File: src/rtl/sidr_pkg.sv
`timescale 1ns / 1ps
`default_nettype none
// ----------------------------------------------------------------------------
// sidr_pkg: shared types and codes for the sample insert/drop resampler
// Opcodes, status codes, sizes and the queue word passed from front to back.
// ----------------------------------------------------------------------------
package sidr_pkg;

    localparam int MAX_BLOCK     = 8192;
    localparam int BLOCK_GRANULE = 1024;
    localparam int TABLE_DEPTH   = 1024;

    localparam logic [1:0] OP_LOAD  = 2'd0;
    localparam logic [1:0] OP_PUSH  = 2'd1;
    localparam logic [1:0] OP_DRAIN = 2'd2;
    localparam logic [1:0] OP_START = 2'd3;

    localparam logic [2:0] ST_COPY   = 3'd0;
    localparam logic [2:0] ST_INSERT = 3'd1;
    localparam logic [2:0] ST_PAD    = 3'd2;
    localparam logic [2:0] ST_NEED   = 3'd3;
    localparam logic [2:0] ST_DONE   = 3'd4;

    typedef struct packed {
        logic [1:0]         opcode;
        logic [15:0]        entry_index;
        logic signed [32:0] entry_value;
        logic signed [31:0] sample_in;
    } t_cmd;

endpackage
`default_nettype wire

File: src/rtl/sidr_if.sv
`timescale 1ns / 1ps
`default_nettype none
// ----------------------------------------------------------------------------
// sidr_in_if / sidr_out_if: valid/ready channels of the resampler
// One input word carries a command; one output word carries a result.
// ----------------------------------------------------------------------------
interface sidr_in_if;
    logic               valid;
    logic               ready;
    logic [1:0]         opcode;
    logic [9:0]         entry_index;
    logic signed [32:0] entry_value;
    logic signed [31:0] sample_in;
    modport source (output valid, opcode, entry_index, entry_value, sample_in,
                    input ready);
    modport sink (input valid, opcode, entry_index, entry_value, sample_in,
                  output ready);
endinterface

`default_nettype wire

File: src/rtl/sidr_front.sv
`timescale 1ns / 1ps
`default_nettype none
// ----------------------------------------------------------------------------
// sidr_front: input stage and command queue
// Accept words and hold them in a short queue for the back end.
// ----------------------------------------------------------------------------
module sidr_front (
    input  wire                   i_clk,
    input  wire                   i_rst_n,
    sidr_in_if.sink               i_in,
    output logic                  o_cmd_valid,
    output sidr_pkg::t_cmd        o_cmd,
    input  wire                   i_cmd_pop
);
    import sidr_pkg::*;

    t_cmd       r_q [4];
    logic [1:0] r_wp, r_rp;
    logic [2:0] r_cnt;
    logic       push;

    assign i_in.ready  = (r_cnt != 3'd4);
    assign push        = i_in.valid && i_in.ready;
    assign o_cmd_valid = (r_cnt != 3'd0);
    assign o_cmd       = r_q[r_rp];

    always_ff @(posedge i_clk) begin
        if (push) begin
            r_q[r_wp].opcode      <= i_in.opcode;
            r_q[r_wp].entry_index <= {6'd0, i_in.entry_index};
            r_q[r_wp].entry_value <= i_in.entry_value;
            r_q[r_wp].sample_in   <= i_in.sample_in;
        end
        if (!i_rst_n) begin
            r_wp <= '0; r_rp <= '0; r_cnt <= '0;
        end else begin
            if (push) r_wp <= r_wp + 2'd1;
            if (i_cmd_pop) r_rp <= r_rp + 2'd1;
            r_cnt <= r_cnt + {2'd0, push} - {2'd0, i_cmd_pop};
        end
    end

    a_nopop_empty: assert property (@(posedge i_clk) disable iff (!i_rst_n)
        i_cmd_pop |-> o_cmd_valid) else $error("pop from empty queue");
    a_cnt_range: assert property (@(posedge i_clk) disable iff (!i_rst_n)
        r_cnt <= 3'd4) else $error("queue count overflow");
    a_full_stall: assert property (@(posedge i_clk) disable iff (!i_rst_n)
        (r_cnt == 3'd4) |-> !push) else $error("push into full queue");
endmodule
`default_nettype wire

File: src/flat_wrapper.sv
// flat-port wrapper written by rule: the top's interface ports become plain ports
module sidr_front_flat import sidr_pkg::*;
  (i_clk, i_rst_n, o_cmd_valid, o_cmd, i_cmd_pop, i_in_valid, i_in_opcode, i_in_entry_index, i_in_entry_value, i_in_sample_in, i_in_ready);
  sidr_in_if i_in_i ();
  input  wire i_clk;
  input  wire i_rst_n;
  output logic o_cmd_valid;
  output sidr_pkg::t_cmd o_cmd;
  input  wire i_cmd_pop;
  input wire logic [$bits(i_in_i.valid)-1:0] i_in_valid;
  input wire logic [$bits(i_in_i.opcode)-1:0] i_in_opcode;
  input wire logic [$bits(i_in_i.entry_index)-1:0] i_in_entry_index;
  input wire logic [$bits(i_in_i.entry_value)-1:0] i_in_entry_value;
  input wire logic [$bits(i_in_i.sample_in)-1:0] i_in_sample_in;
  output wire logic [$bits(i_in_i.ready)-1:0] i_in_ready;
  assign i_in_i.valid = i_in_valid;
  assign i_in_i.opcode = i_in_opcode;
  assign i_in_i.entry_index = i_in_entry_index;
  assign i_in_i.entry_value = i_in_entry_value;
  assign i_in_i.sample_in = i_in_sample_in;
  assign i_in_ready = i_in_i.ready;
  sidr_front u_core (.i_clk(i_clk), .i_rst_n(i_rst_n), .i_in(i_in_i), .o_cmd_valid(o_cmd_valid), .o_cmd(o_cmd), .i_cmd_pop(i_cmd_pop));
endmodule
File: config.mk
export PLATFORM = sky130hd
export DESIGN_NAME = sidr_front_flat
export DESIGN_NICKNAME = d
export VERILOG_FILES = /design/src/rtl/sidr_pkg.sv /design/src/rtl/sidr_if.sv /design/src/rtl/sidr_front.sv /design/src/flat_wrapper.sv
export SDC_FILE = /design/constraint.sdc
export NUM_CORES = 1
export LEC_CHECK = 0
export BUFFER_PORTS_ARGS = -buffer_cell sky130_fd_sc_hd__buf_2
export CORE_UTILIZATION = 57
export DETAILED_ROUTE_END_ITERATION = 12
export PLACE_DENSITY = 0.86
export SETUP_SLACK_MARGIN = 0.02
export SYNTH_ARGS = -nofsm -noshare
export SYNTH_HDL_FRONTEND = slang
export SYNTH_SLANG_ARGS = --single-unit
File: constraint.sdc
create_clock -name i_clk -period 4.45 [get_ports i_clk]
set_clock_uncertainty 0.15 [all_clocks]
set_input_delay 0.2225 -clock i_clk [delete_from_list [all_inputs] [get_ports i_clk]]
set_output_delay 0.2225 -clock i_clk [all_outputs]
set_load 0.01 [all_outputs]
==> out/results.txt <==
CTS tree: yes
wire length of the first global-routing pass: 34.2 mm
number of antenna violations at the first check in global routing: 2
warnings from Yosys: 0
clock period minus worst slack: 3.03 ns
overall via count from detail_route: 5593
Post CTS Setup Buffer Count: 0
detailed placer's ending HPWL: 12.5 mm
core region area: 19700 sq um
H-Tree Depth: 1
power share of the clock group: 35.4%
final critical-path share of the clock period: 68.0%
number of I/O pins: 166
Slowest Stage Delay on Critical Path: 0.97 ns
launching element type of the critical path: flip-flop
commonest cells after routing, fill and taps aside: edfxtp_1 (308), buf_2 (159), dlygate4sd3_1 (79), mux4_2 (77), clkbuf_16 (31)
number of search-and-repair iterations in the first detailed-routing pass: 5
maximum number of pins on one net before global-route repair: 78
number of DRC violations after detailed-routing iteration 0: 387
WP data required: 4.08 ns
switching power as a share of total power: 23.1%
final core utilization: 73.2%
leakage power summed over all cells: 4.94 nW
total global routing track utilization: 21.8%
cell type of the slowest stage on the worst timing path: dfxtp_4
series of cell instances along the critical path: buf_12, mux4_2, buf_2
Maximum Capacitance Violations: 0
Arrival @ worst endpoint: 2.65 ns
clk slew on worst S/H paths: 0.06 ns
Psw: 1.70 mW
overall routed net length: 22.7 mm
post-route setup TNS: 0 ns
Internal Power: 5.65 mW
starting utilization of the core area: 59.1%
Sinks on Clock Net: 317
via count of the first global-routing pass: 6040
worst slew margin relative to its limit: 23.0%
clock latency of the later-clocked register in the worst-skew pair: 0.54 ns
final cell count without fillers: 999
TritonCTS Buffers: 30
achievable frequency: 331 MHz
maximum clock path buffer count: 3
most common cell after layout, fill and taps aside: edfxtp_1
layout cells sized above 1: 39.3%
synthesized cell area: 11600 sq um
antenna-violating nets left: 0
run status: finished clean
RSZ-0062 raised after global routing: no
Die Area: 21000 sq um
GPL Wtd Cong: 0.723
DRC violation count after routing: 0
Worst Setup Path Type: reg -> out
Net count, final: 796
clock root buffer: clkbuf_16
chip width: 145 um
worst slew pin tran: 1.16 ns
power per unit of standard cell area: 509 nW/um^2
FP Rows: 51
placed cell area: 12600 sq um
worst setup margin: 1.42 ns
Tot Pwr: 7.35 mW
number of input and output port buffers inserted: 159
DP Cell Count: 862
finished layout cell area: 14400 sq um
area taken by flip-flops and latches: 9440 sq um
multi-input logic area: 2020 sq um
overall overflow remaining after global route: 0
crit path max fanout: 46
crit path capture type: primary output
post-synthesis sequential element count: 317
routed wire length per instance: 22.7 um
Avg Synthesized Cell Area: 25.5 sq um
Combinational Power Share: 13.3%
Vias/cell: 5.60
final count of negative-setup-slack endpoints: 0
sequential-to-total area share from yosys stat: 80.9%
Final Hold Violating Endpoints: 0
register share of total power: 51.3%
floorplan die height: 145 um
post-synth cell types: 21
hold crit path type: in -> reg
Filler Cells Inserted: 1105
post-route worst hold slack: 0.0442 ns
Max VDD drop: 451 uV
Setup Slack @ Placement: 1.82 ns
Final Slew Violations: 0
number of instances in the synthesized netlist: 457
area growth from synthesis to layout: 24.0%
[final timing paths]
check	endpoint	startpoint	cells after the start	slack [ns]
worst max-delay path	o_cmd[60]	flip-flop	3	1.42
worst min-delay path	u_core.r_wp[1]	i_in_valid	3	0.04
worst max register to register	u_core.r_q[1][5]	u_core.r_cnt[1]	3	1.77
worst min register to register	u_core.r_wp[1]	u_core.r_wp[1]	2	0.38
[critical path, delay by kind of cell, from the launching register on]
kind | cells | cell delay (ns)
buffers and inverters | 2 | 0.53
flip-flops | 1 | 0.97
multiplexers | 1 | 0.59
[synthesized netlist by cell type, drive strengths merged]
| master | number | area (sq um) |
|---|---|---|
| edfxtp | 308 | 9250 |
| mux4 | 77 | 1730 |
| buf | 20 | 191 |
| and2 | 9 | 56.3 |
| dfxtp | 9 | 180 |
| ha | 6 | 75.1 |
| nand2 | 6 | 22.5 |
| clkbuf | 5 | 18.8 |
| inv | 5 | 18.8 |
| xnor2 | 3 | 26.3 |
| mux2i | 2 | 20.0 |
| a21boi | 1 | 7.51 |
| conb | 1 | 3.75 |
| fa | 1 | 20.0 |
| nor2 | 1 | 3.75 |
| nor2b | 1 | 6.26 |
| or3 | 1 | 6.26 |
| xor2 | 1 | 8.76 |
[metal layers]
metal / GRT usage, % / wire (um)
met4: 6.49 / 437
met1: 28.0 / 8570
met2: 38.1 / 12300
met5: 0 / 0
met3: 3.77 / 1360
[repair_timing]
action,in CTS,in global routing
gates resized for setup,0,0
hold endpoints to repair,317,0
hold buffers,79,0
[area by class of cell]
class	instances	share of cell area, %
diodes	2	0.0347
clock buffers	39	5.86
multi-input cells	115	14.0
well taps	265	2.30
flip-flops and latches	317	65.3
repair buffers	239	11.1
inverters	5	0.130
clock inverters	17	1.24
[sequential cells by signal (all words and copies together), names as in the netlist, named ones only]
register,flops
u_core.r_q,308
u_core.r_cnt,3
u_core.r_rp,2
u_core.r_wp,2
[power by group through the flow]
stage,logic (mW),registers (mW),clock network (mW)
floorplan,0.618,3.76,0
global placement,0.900,3.80,0
detailed placement,0.931,3.83,0
CTS,0.997,3.77,2.63
global route,1.05,3.80,2.75
finish,0.980,3.77,2.60
[cells by family after synthesis]
| group | Yosys count | synth area share, % |
|---|---|---|
| AOI/OAI and AO/OA | 1 | 0.0645 |
| xor gates and xnor gates | 4 | 0.301 |
| adders and majority gates | 7 | 0.816 |
| buffers and inverters | 30 | 1.97 |
| DFF | 317 | 80.9 |
| muxes | 79 | 15.1 |
| other | 1 | 0.0322 |
| and+or+nand+nor | 18 | 0.816 |
Note: power is estimated with default switching activity, not from simulation.
